--- src/rtl/mrdp_pkg.sv ---
package mrdp_pkg;

    localparam int DATA_W          = 31;
    localparam int PROD_W          = 2 * DATA_W;
    localparam int ACC_W           = 96;
    localparam int MAX_ROW_LENGTH  = 65536;
    localparam int COUNT_W         = $clog2(MAX_ROW_LENGTH + 1);
    localparam int BIT_IDX_W       = $clog2(ACC_W);

    localparam logic [DATA_W-1:0]    MOD_RESET   = DATA_W'(2147483647);
    localparam logic [COUNT_W-1:0]   COUNT_LIMIT = COUNT_W'(MAX_ROW_LENGTH);
    localparam logic [BIT_IDX_W-1:0] BIT_TOP     = BIT_IDX_W'(ACC_W - 1);

    typedef enum logic [3:0] {
        S_IDLE = 4'b0001,
        S_ACC  = 4'b0010,
        S_RED  = 4'b0100,
        S_DONE = 4'b1000
    } t_state;

    typedef struct packed {
        logic capture;
        logic accumulate;
        logic start_red;
        logic red_step;
        logic load_out;
    } t_dp_cmd;

    typedef struct packed {
        logic last;
        logic red_last;
        logic out_free;
    } t_dp_status;

endpackage

--- src/rtl/modular_row_dot_product.sv ---
// A word is accepted with its multiply, then added in the 96-bit accumulate; no new
// word is accepted until that accumulate is done. Row end: 96 steps of bit-serial
// restoring reduction over the accumulator, then the output register is loaded once
// it is free; the result becomes valid after the accumulate, the 96 reduction steps
// and the load, which waits while the output is stalled.
// Reset (synchronous, active low): modulus to 2^31-1, accumulator, count,
// overflow flag and output valid cleared.
module modular_row_dot_product (
    input  logic                          i_clk,
    input  logic                          i_rst_n,
    input  logic                          i_cfg_we,
    input  logic [mrdp_pkg::DATA_W-1:0]   i_cfg_wdata,
    input  logic                          i_in_valid,
    output logic                          o_in_ready,
    input  logic [mrdp_pkg::DATA_W-1:0]   i_matrix_entry,
    input  logic [mrdp_pkg::DATA_W-1:0]   i_vector_entry,
    input  logic                          i_last_of_row,
    output logic                          o_out_valid,
    input  logic                          i_out_ready,
    output logic [mrdp_pkg::DATA_W-1:0]   o_row_result,
    output logic                          o_row_overflow
);

    mrdp_pkg::t_dp_cmd    cmd;
    mrdp_pkg::t_dp_status status;

    mrdp_ctrl u_ctrl (
        .i_clk      (i_clk),
        .i_rst_n    (i_rst_n),
        .i_in_valid (i_in_valid),
        .o_in_ready (o_in_ready),
        .i_status   (status),
        .o_cmd      (cmd)
    );

    mrdp_dp u_dp (
        .i_clk          (i_clk),
        .i_rst_n        (i_rst_n),
        .i_cfg_we       (i_cfg_we),
        .i_cfg_wdata    (i_cfg_wdata),
        .i_matrix_entry (i_matrix_entry),
        .i_vector_entry (i_vector_entry),
        .i_last_of_row  (i_last_of_row),
        .i_cmd          (cmd),
        .o_status       (status),
        .i_out_ready    (i_out_ready),
        .o_out_valid    (o_out_valid),
        .o_row_result   (o_row_result),
        .o_row_overflow (o_row_overflow)
    );

    a_one_cmd: assert property (@(posedge i_clk) disable iff (!i_rst_n)
        $onehot0({cmd.capture, cmd.accumulate, cmd.red_step, cmd.load_out}))
        else $error("datapath commands overlap");

    a_load_free: assert property (@(posedge i_clk) disable iff (!i_rst_n)
        cmd.load_out |-> status.out_free)
        else $error("result loaded over an unread word");

    a_accept_gap: assert property (@(posedge i_clk) disable iff (!i_rst_n)
        (i_in_valid && o_in_ready) |=> (!o_in_ready && cmd.accumulate))
        else $error("accepted word not accumulated in the next cycle");

endmodule

--- src/rtl/mrdp_ctrl.sv ---
module mrdp_ctrl (
    input  logic                  i_clk,
    input  logic                  i_rst_n,
    input  logic                  i_in_valid,
    output logic                  o_in_ready,
    input  mrdp_pkg::t_dp_status  i_status,
    output mrdp_pkg::t_dp_cmd     o_cmd
);

    mrdp_pkg::t_state r_state;
    mrdp_pkg::t_state n_state;

    always_ff @(posedge i_clk) begin
        if (!i_rst_n) begin
            r_state <= mrdp_pkg::S_IDLE;
        end else begin
            r_state <= n_state;
        end
    end

    always_comb begin
        n_state          = r_state;
        o_in_ready       = 1'b0;
        o_cmd            = '0;
        case (r_state)
            mrdp_pkg::S_IDLE: begin
                o_in_ready = 1'b1;
                if (i_in_valid) begin
                    o_cmd.capture = 1'b1;
                    n_state       = mrdp_pkg::S_ACC;
                end
            end
            mrdp_pkg::S_ACC: begin
                o_cmd.accumulate = 1'b1;
                if (i_status.last) begin
                    o_cmd.start_red = 1'b1;
                    n_state         = mrdp_pkg::S_RED;
                end else begin
                    n_state = mrdp_pkg::S_IDLE;
                end
            end
            mrdp_pkg::S_RED: begin
                o_cmd.red_step = 1'b1;
                if (i_status.red_last) begin
                    n_state = mrdp_pkg::S_DONE;
                end
            end
            mrdp_pkg::S_DONE: begin
                // hold until the output register can take the word
                if (i_status.out_free) begin
                    o_cmd.load_out = 1'b1;
                    n_state        = mrdp_pkg::S_IDLE;
                end
            end
            default: begin
                n_state = mrdp_pkg::S_IDLE;
            end
        endcase
    end

endmodule

--- src/rtl/mrdp_dp.sv ---
module mrdp_dp (
    input  logic                          i_clk,
    input  logic                          i_rst_n,
    input  logic                          i_cfg_we,
    input  logic [mrdp_pkg::DATA_W-1:0]   i_cfg_wdata,
    input  logic [mrdp_pkg::DATA_W-1:0]   i_matrix_entry,
    input  logic [mrdp_pkg::DATA_W-1:0]   i_vector_entry,
    input  logic                          i_last_of_row,
    input  mrdp_pkg::t_dp_cmd             i_cmd,
    output mrdp_pkg::t_dp_status          o_status,
    input  logic                          i_out_ready,
    output logic                          o_out_valid,
    output logic [mrdp_pkg::DATA_W-1:0]   o_row_result,
    output logic                          o_row_overflow
);

    logic [mrdp_pkg::DATA_W-1:0]    r_modulus;
    logic [mrdp_pkg::PROD_W-1:0]    r_prod;
    logic                           r_last;
    logic [mrdp_pkg::ACC_W-1:0]     r_acc;
    logic [mrdp_pkg::COUNT_W-1:0]   r_count;
    logic                           r_ovf;
    logic [mrdp_pkg::DATA_W-1:0]    r_rem;
    logic [mrdp_pkg::BIT_IDX_W-1:0] r_bit_idx;
    logic                           r_out_valid;
    logic [mrdp_pkg::DATA_W-1:0]    r_out_result;
    logic                           r_out_ovf;

    logic [mrdp_pkg::DATA_W:0]      shifted;
    logic [mrdp_pkg::DATA_W:0]      n_rem_wide;
    logic                           out_free;

    // one bit of restoring reduction: shift in the next bit, subtract once if needed
    always_comb begin
        shifted = {r_rem, r_acc[r_bit_idx]};
        if (shifted >= {1'b0, r_modulus}) begin
            n_rem_wide = shifted - {1'b0, r_modulus};
        end else begin
            n_rem_wide = shifted;
        end
    end

    assign out_free = !r_out_valid || i_out_ready;

    always_ff @(posedge i_clk) begin
        if (!i_rst_n) begin
            r_modulus <= mrdp_pkg::MOD_RESET;
        end else if (i_cfg_we) begin
            r_modulus <= i_cfg_wdata;
        end
    end

    always_ff @(posedge i_clk) begin
        if (i_cmd.capture) begin
            r_prod <= {{mrdp_pkg::DATA_W{1'b0}}, i_matrix_entry}
                    * {{mrdp_pkg::DATA_W{1'b0}}, i_vector_entry};
            r_last <= i_last_of_row;
        end
        if (i_cmd.start_red) begin
            r_rem     <= '0;
            r_bit_idx <= mrdp_pkg::BIT_TOP;
        end else if (i_cmd.red_step) begin
            r_rem     <= n_rem_wide[mrdp_pkg::DATA_W-1:0];
            r_bit_idx <= r_bit_idx - 1'b1;
        end
        if (i_cmd.load_out) begin
            r_out_result <= (r_modulus == '0) ? '0 : r_rem;
            r_out_ovf    <= r_ovf;
        end
    end

    always_ff @(posedge i_clk) begin
        if (!i_rst_n) begin
            r_acc   <= '0;
            r_count <= '0;
            r_ovf   <= 1'b0;
        end else if (i_cmd.load_out) begin
            r_acc   <= '0;
            r_count <= '0;
            r_ovf   <= 1'b0;
        end else if (i_cmd.accumulate) begin
            if (r_count < mrdp_pkg::COUNT_LIMIT) begin
                r_acc   <= r_acc + {{(mrdp_pkg::ACC_W - mrdp_pkg::PROD_W){1'b0}}, r_prod};
                r_count <= r_count + 1'b1;
            end else begin
                // row too long: drop the product, flag it
                r_ovf <= 1'b1;
            end
        end
    end

    always_ff @(posedge i_clk) begin
        if (!i_rst_n) begin
            r_out_valid <= 1'b0;
        end else if (i_cmd.load_out) begin
            r_out_valid <= 1'b1;
        end else if (i_out_ready) begin
            r_out_valid <= 1'b0;
        end
    end

    assign o_status.last     = r_last;
    assign o_status.red_last = (r_bit_idx == '0);
    assign o_status.out_free = out_free;

    assign o_out_valid    = r_out_valid;
    assign o_row_result   = r_out_result;
    assign o_row_overflow = r_out_ovf;

endmodule

--- config.mk ---
export PLATFORM = sky130hd
export DESIGN_NAME = modular_row_dot_product
export DESIGN_NICKNAME = d
export VERILOG_FILES = /design/src/rtl/mrdp_pkg.sv /design/src/rtl/modular_row_dot_product.sv /design/src/rtl/mrdp_ctrl.sv /design/src/rtl/mrdp_dp.sv
export SDC_FILE = /design/constraint.sdc
export NUM_CORES = 2
export LEC_CHECK = 0
export BUFFER_PORTS_ARGS = -buffer_cell sky130_fd_sc_hd__buf_2
export CAP_MARGIN = 20
export CELL_PAD_IN_SITES_DETAIL_PLACEMENT = 1
export CELL_PAD_IN_SITES_GLOBAL_PLACEMENT = 2
export CORE_ASPECT_RATIO = 0.8
export CORE_MARGIN = 2
export CORE_UTILIZATION = 26
export CTS_CLUSTER_SIZE = 40
export DETAILED_ROUTE_END_ITERATION = 6
export PLACE_DENSITY_LB_ADDON = 0.1
export RECOVER_POWER = 25
export SLEW_MARGIN = 15
export SYNTH_ARGS = -nofsm -noshare
export SYNTH_HDL_FRONTEND = slang
export SYNTH_SLANG_ARGS = --single-unit
export TNS_END_PERCENT = 10
--- constraint.sdc ---
create_clock -name i_clk -period 15.51 [get_ports i_clk]
set_input_delay 0.7755 -clock i_clk [delete_from_list [all_inputs] [get_ports i_clk]]
set_output_delay 0.7755 -clock i_clk [all_outputs]
set_load 0.02 [all_outputs]
==> flow_summary.yaml <==
grt:
  grt-busiest-layer: "met1"
  globalRouteMet1Util_pct: 29.5
  grt_pass1_wl_um: 260000
  grtUsageTotal_pct: 18.7
  grt_use_met2_pct: 28.2
  grt_max_degree: 74
  grt_pass1_vias: 38400
  antenna_found_initial: 11
  overflow: 0
  use_met3_pct: 1.57
flow_run:
  cap_violations: 4
cells_and_area:
  fillers: 21000
  final_area_um2: 51600
  area_growth_pct: 8.79
  fin_util_pct: 28.4
  drive_above_1_share_pct: 5.10
  nets: 6471
logic_synthesis:
  synth_warnings: 0
  synth_area_leaders: "fa_1 (35%), ha_1 (9.3%), dfxtp_1 (7.9%)"
  postSynthCellCount: 5256
  yosys.area.top_type_share_pct: 35.4
  synthArstFlopShare_pct: 0
  syn-cell-area_um2: 47500
  syn-num-nets: 6545
  synth_cell_types: 83
  yosys.area.top_type: "fa_1"
  ys_seq_area_share_pct: 13.9
  synth.ff_latch_count: 283
  dominantRegCellSynth: "dfxtp_1"
  synth_edf_count: 95
  syn_area_per_cell_um2: 9.03
place:
  post-place-ws_ns: 5.92
  place.gp.congestion: 0.813
  port-buffer-count: 132
  postPlaceCellArea_um2: 50400
  dpl.hpwl_um: 134000
worst_setup_path:
  cp_common_cell: "fa_1"
  startpoint_type: "input pin"
  crit_type: "in -> reg"
  crit_path_end_kind: "register"
  critical_path.top_delay_family: "adder cells"
  cp.required_ns: 15.82
  rr_endpoint: "u_dp.r_rem[10]"
  reg2reg_depth: 18
  cp_max_fo: 32
  reg2reg_from: "u_dp.r_bit_idx[0]"
  path_buf_inv: 7
  arrival_ns: 9.63
  slowest_delay_ns: 1.58
  cp_slowest_cell: "clkbuf_1"
  r2r_slack_ns: 9.64
route:
  via_per_inst: 4.61
  drc: 0
  ant_nets: 0
  drtIter0Drc: 1866
  dr.pass1.iters: 5
  drt-total-wl_um: 173000
  routedWlPerCell_um: 22.6
  route.vias.total: 35200
cts:
  cts_buffers: 37
  clk_path_buf_depth: 3
  root_buffer: "clkbuf_16"
  postCtsSetupRepairBufs: 0
  htreeDepth: 2
  cts_resized: 0
  clock_latency_ns: 0.57
  cts.sinks: 283
  clk_pin_slew_ns: 0.06
  cts_hold_buf: 0
  cts_tree: "done"
sta:
  relSlewSlack_pct: -88.8
  skew_ns: 0.0286
  grt_setup_unrepaired: "no"
  hold_viol: 0
  drv_slew: 172
  setup_ws_ns: 6.18
  fin_crit_sh_pct: 60.1
  setup_viol_count_final: 0
  period_minus_slack_ns: 9.33
  tightest_slew_ns: 2.83
  fin_setup_tns_ns: 0
  fmax_mhz: 107
hold_path:
  hold_path_class: "in -> reg"
  min_path_cells: 3
  whs_endpoint: "u_dp.r_modulus[25]"
  min-delay-start: "i_cfg_wdata[25]"
die:
  die_y_um: 386
  fp.coreArea_um2: 182000
  fp-row-count: 140
  ios: 133
  die_w_um: 482
  dieArea_um2: 186000
  initial_core_util_pct: 26.1
outcome:
  outcome: "finished, violations left"
  failed_checks: "max-capacitance violations, max-slew violations"
-- cell usage after synthesis (9+ instances only) --
library cell and n:
o21ai_0 112, or3_1 12, xnor2_1 105, nor2_1 161, nor2b_1 49, mux2i_1 26
edfxtp_1 95, xor2_1 82, fa_1 839, buf_2 15, inv_1 880, ha_1 351
a21o_1 78, mux4_2 31, a21oi_1 242, o211ai_1 45, nor3_1 26, o31ai_1 10
o21a_1 16, o21bai_1 29, a211oi_1 37, and3_1 28, a31oi_1 9, o21ai_1 12
nand3_1 72, dfxtp_1 188, and2_1 519, clkbuf_1 267, nand2b_1 15, nor4_1 13
nand4_1 46, nand2_1 739
-- logic make-up (layout without fill, tap and decap cells) --
kind of cell | count (synthesis) | after routing | share of synthesized area, %
buffers and inverters | 1172 | 1127 | 9.34
XOR/XNOR | 187 | 187 | 3.45
adder cells (fa/ha/maj) | 1190 | 1190 | 44.6
other | 0 | 7 | 0
AND/OR/NAND/NOR | 1715 | 1715 | 17.8
AO/OA/AOI/OAI | 651 | 651 | 8.74
flip-flops | 283 | 283 | 13.9
multiplexers | 58 | 58 | 2.04
-- layout by cell type, fill, tap and decap left out, types with 26 or more instances in the layout --
| cell | netlist | routed |
|---|---|---|
| inv_1 | 880 | 880 |
| fa_1 | 839 | 839 |
| nand2_1 | 739 | 739 |
| and2_1 | 519 | 516 |
| ha_1 | 351 | 351 |
| a21oi_1 | 242 | 242 |
| dfxtp_1 | 188 | 187 |
| nor2_1 | 161 | 160 |
| o21ai_0 | 112 | 112 |
| xnor2_1 | 105 | 105 |
| buf_2 | 15 | 98 |
| edfxtp_1 | 95 | 95 |
| xor2_1 | 82 | 82 |
| a21o_1 | 78 | 78 |
| nand3_1 | 72 | 72 |
| nor2b_1 | 49 | 48 |
| clkbuf_1 | 267 | 48 |
| nand4_1 | 46 | 46 |
| o211ai_1 | 45 | 45 |
| buf_4 | 2 | 42 |
| clkbuf_16 | 0 | 38 |
| a211oi_1 | 37 | 37 |
| mux4_2 | 31 | 31 |
| o21bai_1 | 29 | 29 |
| and3_1 | 28 | 28 |
| mux2i_1 | 26 | 26 |
| nor3_1 | 26 | 26 |
-- routing by layer --
layer,wire length [um],share of wire (%)
met1,92200,53
met2,73300,43
met3,5280,3.1
met4,1680,0.97
met5,16,0.0093
-- stage by stage --
stage	hold WS [ns]	cells
floorplan	0.409	5256
global placement	0.431	7556
detailed placement	0.434	7557
CTS	0.375	7625
global route	0.426	7626
finish	0.427	7632
-- worst max path at each step --
stage,startpoint,endpoint,slack [ns],cells after the start
finish,i_vector_entry[0],u_dp.r_prod[56],6.18,26
global route,i_vector_entry[0],u_dp.r_prod[56],5.85,26
CTS,i_vector_entry[5],u_dp.r_prod[56],6.53,28
detailed placement,i_vector_entry[5],u_dp.r_prod[56],5.92,28
global placement,i_vector_entry[4],u_dp.r_prod[56],5.94,28
floorplan,i_matrix_entry[13],u_dp.r_prod[56],7.70,28
-- registers in the layout, summed over array words and instances (netlist names) --
register             cells
u_ctrl.r_state           4
u_dp.o_out_valid         1
u_dp.o_row_overflow      1
u_dp.o_row_result       31
u_dp.r_acc              96
u_dp.r_bit_idx           7
u_dp.r_count            17
u_dp.r_last              1
u_dp.r_modulus          31
u_dp.r_ovf               1
u_dp.r_prod             62
u_dp.r_rem              31
-- tightest hold or removal path, delay by kind of cell --
kind,cells,cell delay [ns]
AO/OA/AOI/OAI,1,0.06
buffers and inverters,1,0.07
AND/OR/NAND/NOR,1,0.04
-- area by class of cell --
| cell class | count | area, um2 | share of cell area [%] |
|---|---|---|---|
| antenna | 7 | 17.5 | 0.0339 |
| inverter | 880 | 3300 | 6.40 |
| sequential | 283 | 6620 | 12.8 |
| clock inverter | 18 | 260 | 0.504 |
| tap | 2414 | 3020 | 5.85 |
| clock buffer | 50 | 1010 | 1.96 |
| multi-input combinational | 3801 | 36400 | 70.6 |
| timing repair buffer | 179 | 963 | 1.87 |
Power is not shown: default switching activity piles up to over one toggle a cycle in this logic, so the estimate is an artifact.
